<file path="src/rtl/core/sbph_pkg.sv">
package sbph_pkg;

    localparam int MAX_BANDS_DEF = 64;
    localparam int BIN_COUNT_DEF = 256;
    localparam int FRAC_BITS_DEF = 8;

    localparam int CMDQ_DEPTH = 4;
    localparam int SCAN_W     = 9;
    localparam int LN_W       = 19;
    localparam int CFG_W      = 16;
    localparam int CFG_IDX_W  = 3;

    localparam logic [CFG_IDX_W-1:0] CFG_BAND_COUNT = 3'd0;
    localparam logic [CFG_IDX_W-1:0] CFG_BAR_ROWS   = 3'd1;
    localparam logic [CFG_IDX_W-1:0] CFG_LOG_GAIN   = 3'd2;
    localparam logic [CFG_IDX_W-1:0] CFG_BAR_DECAY  = 3'd3;
    localparam logic [CFG_IDX_W-1:0] CFG_PEAK_DECAY = 3'd4;

    localparam logic [6:0]  BAND_COUNT_RST = 7'd32;
    localparam logic [7:0]  BAR_ROWS_RST   = 8'd50;
    localparam logic [15:0] LOG_GAIN_RST   = 16'd1154;
    localparam logic [15:0] BAR_DECAY_RST  = 16'd1024;
    localparam logic [15:0] PEAK_DECAY_RST = 16'd171;

    localparam logic OP_EDGE = 1'b0;
    localparam logic OP_BIN  = 1'b1;

    typedef struct packed {
        logic        op;
        logic [7:0]  index;
        logic [7:0]  edge_req;
        logic [14:0] left_bin;
        logic [14:0] right_bin;
        logic        frame_end;
    } sbph_in_t;

    typedef struct packed {
        logic [5:0] band;
        logic [7:0] left_bar;
        logic [7:0] right_bar;
        logic [7:0] left_peak;
        logic [7:0] right_peak;
        logic       last;
    } sbph_out_t;

    typedef struct packed {
        logic       wr_edge;
        logic       wr_bin;
        logic       frame;
        logic [7:0] addr;
        logic [7:0] edge_val;
        logic [7:0] left;
        logic [7:0] right;
    } sbph_cmd_t;

    typedef enum logic [3:0] {
        B_IDLE,
        B_LO,
        B_HI,
        B_RANGE,
        B_SCAN,
        B_DRAIN,
        B_LN,
        B_MUL,
        B_CLAMP,
        B_LVL_L,
        B_LVL_R,
        B_OUT
    } sbph_state_t;

    typedef logic [255:0][LN_W-1:0] ln_table_t;

    // ln(y) in Q.16 via log2 by repeated squaring, times ln 2
    function automatic ln_table_t build_ln();
        ln_table_t   t;
        logic [63:0] m;
        logic [63:0] l2;
        int          e;
        t = '0;
        for (int y = 1; y < 256; y++) begin
            e = 0;
            for (int b = 1; b < 8; b++) begin
                if ((y >> b) != 0) e = b;
            end
            m  = (64'(y) << 16) >> e;
            l2 = 64'(e) << 16;
            for (int b = 0; b < 16; b++) begin
                m = (m * m) >> 16;
                if (m >= 64'h20000) begin
                    m  = m >> 1;
                    l2 = l2 | (64'd1 << (15 - b));
                end
            end
            t[y] = LN_W'((l2 * 64'd45426) >> 16);
        end
        return t;
    endfunction

    localparam ln_table_t LN_TABLE = build_ln();

endpackage

</file>
<file path="src/rtl/core/sbph_cmdq.sv">
module sbph_cmdq (
    input  logic                aclk,
    input  logic                aresetn,
    input  logic                push,
    input  sbph_pkg::sbph_cmd_t push_cmd,
    output logic                full,
    output logic                valid,
    output sbph_pkg::sbph_cmd_t head,
    input  logic                pop
);

    localparam int QAW = $clog2(sbph_pkg::CMDQ_DEPTH);

    sbph_pkg::sbph_cmd_t mem [sbph_pkg::CMDQ_DEPTH];
    logic [QAW-1:0]      wr_ptr_reg;
    logic [QAW-1:0]      rd_ptr_reg;
    logic [QAW:0]        count_reg;
    logic                do_push;
    logic                do_pop;

    assign full    = (count_reg == (QAW + 1)'(sbph_pkg::CMDQ_DEPTH));
    assign valid   = (count_reg != '0);
    assign head    = mem[rd_ptr_reg];
    assign do_push = push && !full;
    assign do_pop  = pop && valid;

    always_ff @(posedge aclk) begin
        if (!aresetn) begin
            wr_ptr_reg <= '0;
            rd_ptr_reg <= '0;
            count_reg  <= '0;
        end else begin
            if (do_push) wr_ptr_reg <= wr_ptr_reg + QAW'(1);
            if (do_pop)  rd_ptr_reg <= rd_ptr_reg + QAW'(1);
            if (do_push && !do_pop) begin
                count_reg <= count_reg + (QAW + 1)'(1);
            end else if (do_pop && !do_push) begin
                count_reg <= count_reg - (QAW + 1)'(1);
            end
        end
    end

    always_ff @(posedge aclk) begin
        if (do_push) mem[wr_ptr_reg] <= push_cmd;
    end

endmodule

</file>
<file path="config.mk">
export PLATFORM = sky130hd
export DESIGN_NAME = sbph_cmdq
export DESIGN_NICKNAME = d
export VERILOG_FILES = /design/src/rtl/core/sbph_pkg.sv /design/src/rtl/core/sbph_cmdq.sv
export SDC_FILE = /design/constraint.sdc
export NUM_CORES = 1
export LEC_CHECK = 0
export ABC_AREA = 0
export BUFFER_PORTS_ARGS = -buffer_cell sky130_fd_sc_hd__buf_2
export CAP_MARGIN = 15
export CORE_ASPECT_RATIO = 2
export CORE_MARGIN = 2
export CORE_UTILIZATION = 40
export CTS_CLUSTER_SIZE = 30
export DETAILED_ROUTE_END_ITERATION = 7
export GPL_TIMING_DRIVEN = 1
export PLACE_DENSITY_LB_ADDON = 0.15
export SETUP_SLACK_MARGIN = 0.05
export SLEW_MARGIN = 20
export SYNTH_ARGS = -nofsm -noshare
export SYNTH_HDL_FRONTEND = slang
export SYNTH_SLANG_ARGS = --single-unit
</file>
<file path="constraint.sdc">
create_clock -name aclk -period 2.75 [get_ports aclk]
set_input_delay 0.4125 -clock aclk [delete_from_list [all_inputs] [get_ports aclk]]
set_output_delay 0.4125 -clock aclk [all_outputs]
set_load 0.02 [all_outputs]
</file>
---- Yosys cells after proc, flatten, opt, wreduce, memory -nomap -nowiden ----
Memories as Yosys holds them, arrays and structs flattened. A register that Yosys moved wholly into a read port is not among the register bits.
Cells that the tools add are included.
word-level totals
  register bits after elaboration ......... 7
  RAM bits ................................ 140
  input bits .............................. 39
  output and inout bits ................... 37
  word-level logic and storage cells ...... 24
  memories ................................ 1
operators by class
  $add $sub $neg .......................... 4
  equality and inequality tests ........... 1
  muxes and demuxes ....................... 6
  reductions and logical operators ........ 9
memories
  memory  depth  width  rd ports  clocked after Yosys merged registers in  write ports  RTL line         RTL
  mem     4      35     1         1                                        1            sbph_cmdq.sv:14  sbph_pkg::sbph_cmd_t mem [sbph_pkg::CMDQ_DEPTH];
operators by type and width
  operator                                          number
  two-way mux 3 bit                                 2
  adder 2 x 1 -> 2 bit, second input constant       2
  logical AND 1 bit                                 4
  two-way mux 2 bit                                 2
  adder 3 x 1 -> 3 bit, second input constant       1
  == test 3 bit, second input constant              1
  zero test 1 bit                                   3
  nonzero test 3 bit                                1
  subtractor 3 x 1 -> 3 bit, second input constant  1
  two-way mux 1 bit                                 2
  nonzero test 2 bit                                1

---- Depth between registers and ports, before layout ----
Gate-level depths: netlist (run 1).
  depth in word-level cells ............... 7
  gate-level depth with buffers ........... 9
  mapped depth without buffers ............ 8

---- Worst setup path before layout (run 1) ----
OpenSTA, ideal clock, no wires.
  path kind ............................... register to register
  from .................................... register count_reg[0]
  to ...................................... memory mem[0][0] (netlist bit) (enable)
  setup time .............................. 395 ps
  data arrival time ....................... 1742 ps
  data required time ...................... 2355 ps
  setup slack ............................. 612 ps
  stages on the path, launching flop included .. 5
  buffers on the path ..................... 1
  clock period less this slack ............ 2138 ps
  cells stage by stage .................... dfxtp_1 -> nor3b_2 -> nor2b_1 -> buf_6 -> and2_1
between the ends
  longest elaborated chain between the ends .. 5
RTL lines
  item                                     RTL line         RTL
  start: declaration                       sbph_cmdq.sv:17  logic [QAW:0] count_reg;
  start signal: assignment                 sbph_cmdq.sv:36  count_reg <= count_reg + (QAW + 1)'(1);
  start signal: assignment                 sbph_cmdq.sv:38  count_reg <= count_reg - (QAW + 1)'(1);
  == test 3 bit                            sbph_cmdq.sv:21  assign full = (count_reg == (QAW + 1)'(sbph_pkg::CMDQ_DEPTH));
  net full                                 sbph_cmdq.sv:6   output logic full,
  zero test 1 bit                          sbph_cmdq.sv:24  assign do_push = push && !full;
  logical AND 1 bit                        sbph_cmdq.sv:24
  net do_push                              sbph_cmdq.sv:18  logic do_push;
  two-way mux 1 bit                        sbph_cmdq.sv:44  if (do_push) mem[wr_ptr_reg] <= push_cmd;
  two-way mux 1 bit (not written as such)  sbph_cmdq.sv:44
  end: declaration                         sbph_cmdq.sv:14
The timed path passes the listed nets, and every way through them passes these cells.

==> results of run 1 <==
through the flow:
step,hold slack [ns],cell area (µm²)
floorplan,0.468,5590
global placement,0.481,6160
detailed placement,0.507,6160
CTS,0.198,6800
global route,0.204,6800
finish,0.220,6800
area by class of cell:
| cell class | count | share of cell area (%) |
|---|---|---|
| clock inverter | 13 | 3.02 |
| multi-input combinational | 69 | 16.0 |
| tap | 157 | 2.89 |
| inverter | 3 | 0.166 |
| timing repair buffer | 84 | 7.07 |
| clock buffer | 18 | 6.31 |
| sequential | 149 | 64.5 |
how the worst max path moves through the flow:
stage | start | endpoint | depth (start not counted)
detailed placement | count_reg[0] | count_reg[2] | 9
global placement | count_reg[0] | count_reg[2] | 9
finish | flop | head[34] | 3
floorplan | count_reg[0] | mem[0][0] | 4
global route | count_reg[0] | count_reg[2] | 9
CTS | flop | head[34] | 3
power by group:
| part | switching (mW) | leakage (nW) | internal (mW) | total [mW] |
|---|---|---|---|---|
| logic | 0.907 | 0.677 | 0.742 | 1.65 |
| clock network | 0.837 | 0.306 | 1.60 | 2.44 |
| registers | 0.104 | 1.36 | 2.76 | 2.86 |
| total | 1.85 | 2.34 | 5.11 | 6.95 |
critical path, cell delays in order, from the launching register on:
cell,delay [ns]
sky130_fd_sc_hd__dfxtp_2,0.44
sky130_fd_sc_hd__buf_4,0.26
sky130_fd_sc_hd__mux4_1,0.59
sky130_fd_sc_hd__buf_2,0.18
cell usage after synthesis, drive strengths merged:
cell / count
clkbuf: 2
or3: 2
nor3b: 1
nor2b: 2
dfxtp: 9
o311ai: 1
and2: 8
edfxtp: 140
ha: 5
nand2: 4
mux4: 35
mux2i: 3
fa: 1
inv: 3
xor2: 1
o21ai: 1
xnor2: 3
buf: 8
a21boi: 1
o31ai: 1
layer usage:
layer | GRT usage, % | part of all wire, % | routed length [µm] | vias up
li1 | - | - | - | 1146
met1 | 15.1 | 39 | 3620 | 1316
met2 | 22.8 | 55 | 5100 | 64
met3 | 4.49 | 4.8 | 450 | 11
met4 | 6.09 | 1.6 | 153 | 0
met5 | 0 | 0 | 0 | -
cells by family after synthesis:
group	share of synthesized area (%)
flops	78.5
fa+ha+maj	1.48
compound gates	0.739
xor+xnor	0.627
simple gates	1.84
buf+inv	2.11
mux	14.7
==> implementation parameters, run 1 <==
Parameter                              Value

Routing
  Routed Antenna Nets ... 0
  Number of remaining DRC errors ... 0
  Routed vias ... 2537
  DRT Wirelength ... 9330 µm
  Post-DR wirelength/cell ... 18.9 µm
  Ratio of routed vias to standard cells ... 5.15
  First-iteration detailed-routing DRC count ... 107
  Count of TritonRoute iterations in the first routing pass ... 5

Setup path
  Critical register-to-register path endpoint ... count_reg[2]
  Req. time, crit path ... 2.34 ns
  Critical path endpoint category ... output pin
  Worst endpoint data arrival time ... between 1.5 and 2 ns
  Number of cells on the worst reg-to-reg path ... 9
  Setup crit start kind ... flop
  Crit Path Class ... flop to output pin
  Worst-path fanout max ... 9
  Minimum setup slack among reg-to-reg paths ... 0.55 ns
  Critical register-to-register path startpoint ... count_reg[0]

Synth
  Sequential cell area fraction in the yosys report ... 78.5%
  Number of unique standard cell types used by synthesis ... 24
  Number of standard cells after synthesis ... roughly 230
  Ranking of synthesized cells by area ... sky130_fd_sc_hd__edfxtp_1, sky130_fd_sc_hd__mux4_2, sky130_fd_sc_hd__dfxtp_1, sky130_fd_sc_hd__ha_1, sky130_fd_sc_hd__buf_12
  Number of warnings issued by yosys ... 0
  Cell area after synthesis ... between 0.005 and 0.006 mm²
  Area share of the leading cell type in the synthesized netlist ... about three quarters
  Mean instance size in the synthesized netlist ... 24.2 µm²
  Number of synthesized register bits ... ~150
  Most area-hungry cell type in the Yosys netlist ... sky130_fd_sc_hd__edfxtp_1
  Net count of the mapped netlist ... approximately 280

Timing
  RSZ-0062 raised after global routing ... no
  Final Hold Fails ... 0
  Period Utilization, post-route ... roughly 83%
  Count of endpoints failing setup in the final report ... 0
  Slew margin rel. ... 62.8%
  Max-slew violation count ... 0
  Slew at the pin closest to its max-slew limit ... 0.557 ns
  Aggregate negative setup slack ... 0 ns
  Achievable Freq ... 438 MHz
  Fin Clk Skew ... 0.00776 ns
  Fin crit period ... 2.28 ns
  Final worst setup slack ... 0.465 ns

Final layout
  P&R area growth vs syn ... 21.7%
  Most common cell after layout, fill and taps aside ... sky130_fd_sc_hd__edfxtp_1
  Fraction of layout cells with a size suffix above 1 ... 46.1%
  Fillers ... 1157
  Number of standard cells in the final layout excluding fillers ... 493
  Sequential standard cell area ... 0.00439 mm²
  Multi-input combinational cell area ... 0.00109 mm²
  Final core utilization ... 49.5%
  Commonest cells after routing, fill and taps aside ... sky130_fd_sc_hd__edfxtp_1, sky130_fd_sc_hd__buf_2, sky130_fd_sc_hd__mux4_2, sky130_fd_sc_hd__clkbuf_16, sky130_fd_sc_hd__dfxtp_1
  Max FFs per register ... 140
  Post-layout nets ... ~370
  ANT cells ... 0

Clocking
  CTS-repair resized insts ... 0
  Clk pin slew, worst setup/hold paths ... roughly 0.06 ns
  Sink count of the clock tree ... approximately 150
  Source-to-sink clock delay at the later pin of the worst-skew pair ... 0.40 ns
  TritonCTS clock tree ... done
  Clk root buf ... sky130_fd_sc_hd__clkbuf_16
  Inserted Clock Buffers ... 17
  Longest Clk Path Bufs ... 2
  H-tree level count ... 4
  Number of buffers added for setup after CTS ... 0
  Total of hold buffers inserted after clock tree synthesis ... 0

Die
  Cell row count ... 61
  Die H ... 171 µm
  Total die area ... 0.0150 mm²
  Core Region ... 0.0137 mm²
  Starting density of the core ... between 40% and 50%
  Horizontal extent of the die ... 87.6 µm
  IO Count ... 76

GRT
  Initial antenna violation count ... 1
  First-pass GRT wire length ... ~14000 µm
  Remaining global-route overflow ... 0
  Global-route usage over all layers ... 13.5%
  Via count of the first global-routing pass ... 2762
  Largest net degree at the start of global routing ... 36

Status
  Result of the run ... completed

Place
  Number of I/O port buffers ... 75
  Pre-CTS setup slack ... 0.554 ns
  Routability-driven placement congestion ratio ... 0.708
  Cell count after placement ... 462
  Post-detailed-placement half-perimeter wirelength ... around 5600 µm

Min path
  Hold/Removal Path Class ... input port to flop
  End point of the most critical hold path ... mem[0][18]
  Hold Startpoint ... push_cmd[18]
  Number of stages on the worst hold path ... 1

Pwr
  Leakage power ... 2.34 nW
  Peak supply drop ... 0.000494 V
  Total power consumption of the routed design ... roughly 7.0 mW
  Pwr/cell area ... between 1000 and 1500 mW/mm²

Job
  Max cap viols ... 0
(Power assumes the default switching activity.)
==> run 2: changes to the inputs <==
==> constraint.sdc (replaced) <==
create_clock -name aclk -period 2.2 [get_ports aclk]
set_input_delay 0.33 -clock aclk [delete_from_list [all_inputs] [get_ports aclk]]
set_output_delay 0.33 -clock aclk [all_outputs]
set_load 0.02 [all_outputs]
==> run 2 against run 1 <==
Clock power grew 11%. Worst hold slack lost 0.084 ns. Flip-flop and latch count is the same. Non-clock buffer count is the same. First-iteration DRC count grew 55%. Register-to-register slack lost 0.39 ns. Cell count grew 0.20%. Design area shrank 0.37%. Count of clock-buffer cells in the layout grew 1. Sequential power grew 26%. Critical path depth is the same. Highest routed layer unchanged.
==> implementation parameters, run 2 (synthesized netlist as in run 1, its figures left out) <==
Parameter                              Value

Setup path
  Minimum setup slack among reg-to-reg paths ... 0.16 ns (was 0.55 ns)
  Setup crit start kind ... flop (unchanged)
  Req. time, crit path ... 1.87 ns (was 2.34 ns)
  Critical path endpoint category ... output pin (unchanged)
  Crit Path Class ... flop to output pin (unchanged)
  Worst endpoint data arrival time ... 1.75 ns (was 1.87 ns)
  Cell with the biggest individual delay on the critical path ... sky130_fd_sc_hd__mux4_1 (unchanged)
  Maximum single-stage delay on the critical path ... 0.58 ns (was 0.59 ns)
  Cell-by-cell trace of the critical path ... buf_12 > mux4_1 > buf_2 (was buf_4 > mux4_1 > buf_2)
  Worst-path fanout max ... 24 (was 9)

Timing
  Fin Clk Skew ... 0.00562 ns (was 0.00776 ns)
  Achievable Freq ... roughly 480 MHz
  Max-slew violation count ... 0 (unchanged)
  Period Utilization, post-route ... between 90 and 100%
  RSZ-0062 raised after global routing ... yes (was no)
  Count of endpoints failing setup in the final report ... 0 (unchanged)
  Slew at the pin closest to its max-slew limit ... 0.345 ns (was 0.557 ns)
  Final Hold Fails ... 0 (unchanged)
  Slew margin rel. ... 77.0% (was 62.8%)
  Fin crit period ... 2.08 ns
  Aggregate negative setup slack ... 0 ns (unchanged)

Die
  Total die area ... 0.0150 mm² (unchanged)
  Cell row count ... 61 (unchanged)
  Core Region ... 0.0137 mm² (unchanged)
  Die H ... 171 µm (unchanged)
  Starting density of the core ... 40.7% (unchanged)
  Horizontal extent of the die ... 87.6 µm (unchanged)
  IO Count ... 76 (unchanged)

Final layout
  P&R area growth vs syn ... 21.3% (was 21.7%)
  Multi-input combinational cell area ... 0.00109 mm² (about the same)
  Final core utilization ... 49.3% (was 49.5%)
  Commonest cells after routing, fill and taps aside ... sky130_fd_sc_hd__edfxtp_1, sky130_fd_sc_hd__buf_2, sky130_fd_sc_hd__mux4_2, sky130_fd_sc_hd__clkbuf_16, sky130_fd_sc_hd__buf_12 (was sky130_fd_sc_hd__edfxtp_1, sky130_fd_sc_hd__buf_2, sky130_fd_sc_hd__mux4_2, sky130_fd_sc_hd__clkbuf_16, sky130_fd_sc_hd__dfxtp_1)
  ANT cells ... 0 (unchanged)
  Max FFs per register ... 140 (unchanged)
  Sequential standard cell area ... 0.00439 mm² (about the same)
  Most common cell after layout, fill and taps aside ... sky130_fd_sc_hd__edfxtp_1 (unchanged)
  Fraction of layout cells with a size suffix above 1 ... 47.2% (was 46.1%)
  Number of standard cells in the final layout excluding fillers ... 494 (was 493)
  Final non-filler cell area ... 0.00677 mm² (was 0.00680 mm²)
  Fillers ... 1137 (was 1157)
  Post-layout nets ... 369 (unchanged)

Routing
  Ratio of routed vias to standard cells ... 5.15 (about the same)
  Post-DR wirelength/cell ... 19.2 µm (was 18.9 µm)
  Routed vias ... 2543 (was 2537)
  DRT Wirelength ... 9470 µm (was 9330 µm)
  First-iteration detailed-routing DRC count ... 166 (was 107)
  Routed Antenna Nets ... 0 (unchanged)
  Number of remaining DRC errors ... 0 (unchanged)
  Count of TritonRoute iterations in the first routing pass ... 4 (was 5)

Place
  Cell count after placement ... 461 (was 462)
  Routability-driven placement congestion ratio ... 0.710 (was 0.708)
  Placed Instance Area ... 0.00619 mm² (was 0.00616 mm²)
  Post-detailed-placement half-perimeter wirelength ... 5850 µm (was 5580 µm)
  Number of I/O port buffers ... 75 (unchanged)

Clocking
  TritonCTS clock tree ... done (unchanged)
  Longest Clk Path Bufs ... 2 (unchanged)
  Sink count of the clock tree ... 149 (unchanged)
  Total of hold buffers inserted after clock tree synthesis ... 0 (unchanged)
  H-tree level count ... 4 (unchanged)
  Clk pin slew, worst setup/hold paths ... 0.06 ns (about the same)
  Clk root buf ... sky130_fd_sc_hd__clkbuf_16 (unchanged)
  Inserted Clock Buffers ... 17 (unchanged)
  Source-to-sink clock delay at the later pin of the worst-skew pair ... 0.40 ns (about the same)

Pwr
  Leakage power ... 2.32 nW (was 2.34 nW)
  Peak supply drop ... 0.000612 V (was 0.000494 V)
  Pwr/cell area ... 1240 mW/mm² (was 1020 mW/mm²)

Job
  Max cap viols ... 0 (unchanged)

GRT
  Largest net degree at the start of global routing ... 27 (was 36)
  Initial antenna violation count ... 0 (was 1)
  Remaining global-route overflow ... 0 (unchanged)
  Via count of the first global-routing pass ... 2769 (was 2762)
  Global-route usage over all layers ... 13.7% (was 13.5%)
  First-pass GRT wire length ... 14600 µm (was 14500 µm)

Min path
  Hold/Removal Path Class ... input port to flop (unchanged)

Status
  Result of the run ... completed (unchanged)
==> run 2: repair_timing <==
item	4_1_cts	5_1_grt
buffers inserted	0	1
hold endpoints to repair	0	0
setup endpoints to repair	1	3
pin swaps	1	0
gates resized for setup	1	4
==> run 2: cell type report <==
cell class | count | share of cell area [%]
sequential | 149 | 64.8
inverter | 3 | 0.166
timing repair buffer | 84 | 7.65
clock buffer | 19 | 6.39
tap | 157 | 2.90
clock inverter | 13 | 1.96
multi-input combinational | 69 | 16.1
==> run 2: through the flow <==
| stage | power (mW) | setup WS [ns] | hold slack (ns) |
|---|---|---|---|
| 6_report | 8.38 | 0.125 | 0.136 |
| 5_1_grt | 8.78 | 0.0302 | 0.118 |
| 4_1_cts | 8.50 | 0.0527 | 0.118 |
| 3_5_place_dp | 5.77 | 0.0542 | 0.500 |
| 3_3_place_gp | 5.72 | 0.209 | 0.483 |
| 2_1_floorplan | 5.16 | 0.0622 | 0.429 |
==> run 2: path summary, 6_finish.rpt <==
check / start / endpoint / cells past startpoint
max: flop / head[34] / 3
min: push_cmd[1] / mem[3][1] / 1
max reg2reg: count_reg[0] / count_reg[2] / 7
min reg2reg: wr_ptr_reg[1] / wr_ptr_reg[1] / 2
==> run 2: worst max-delay path, delay by kind of cell, from the launching register on <==
| kind | cells | cell delay [ns] |
|---|---|---|
| buffers and inverters | 2 | 0.41 |
| DFF | 1 | 0.35 |
| muxes | 1 | 0.58 |
==> run 2: report_power, final <==
part | internal [mW] | total (mW) | switching, mW
Combinational | 0.939 | 2.08 | 1.14
Clock | 1.66 | 2.71 | 1.05
Sequential | 3.45 | 3.59 | 0.133
==> run 2: layer usage <==
layer,wire [µm],track usage [%],vias to the layer above
li1,-,-,1144
met1,3670,15.2,1317
met5,0,0,-
met4,166,6.76,0
met3,456,4.25,14
met2,5180,23.5,68
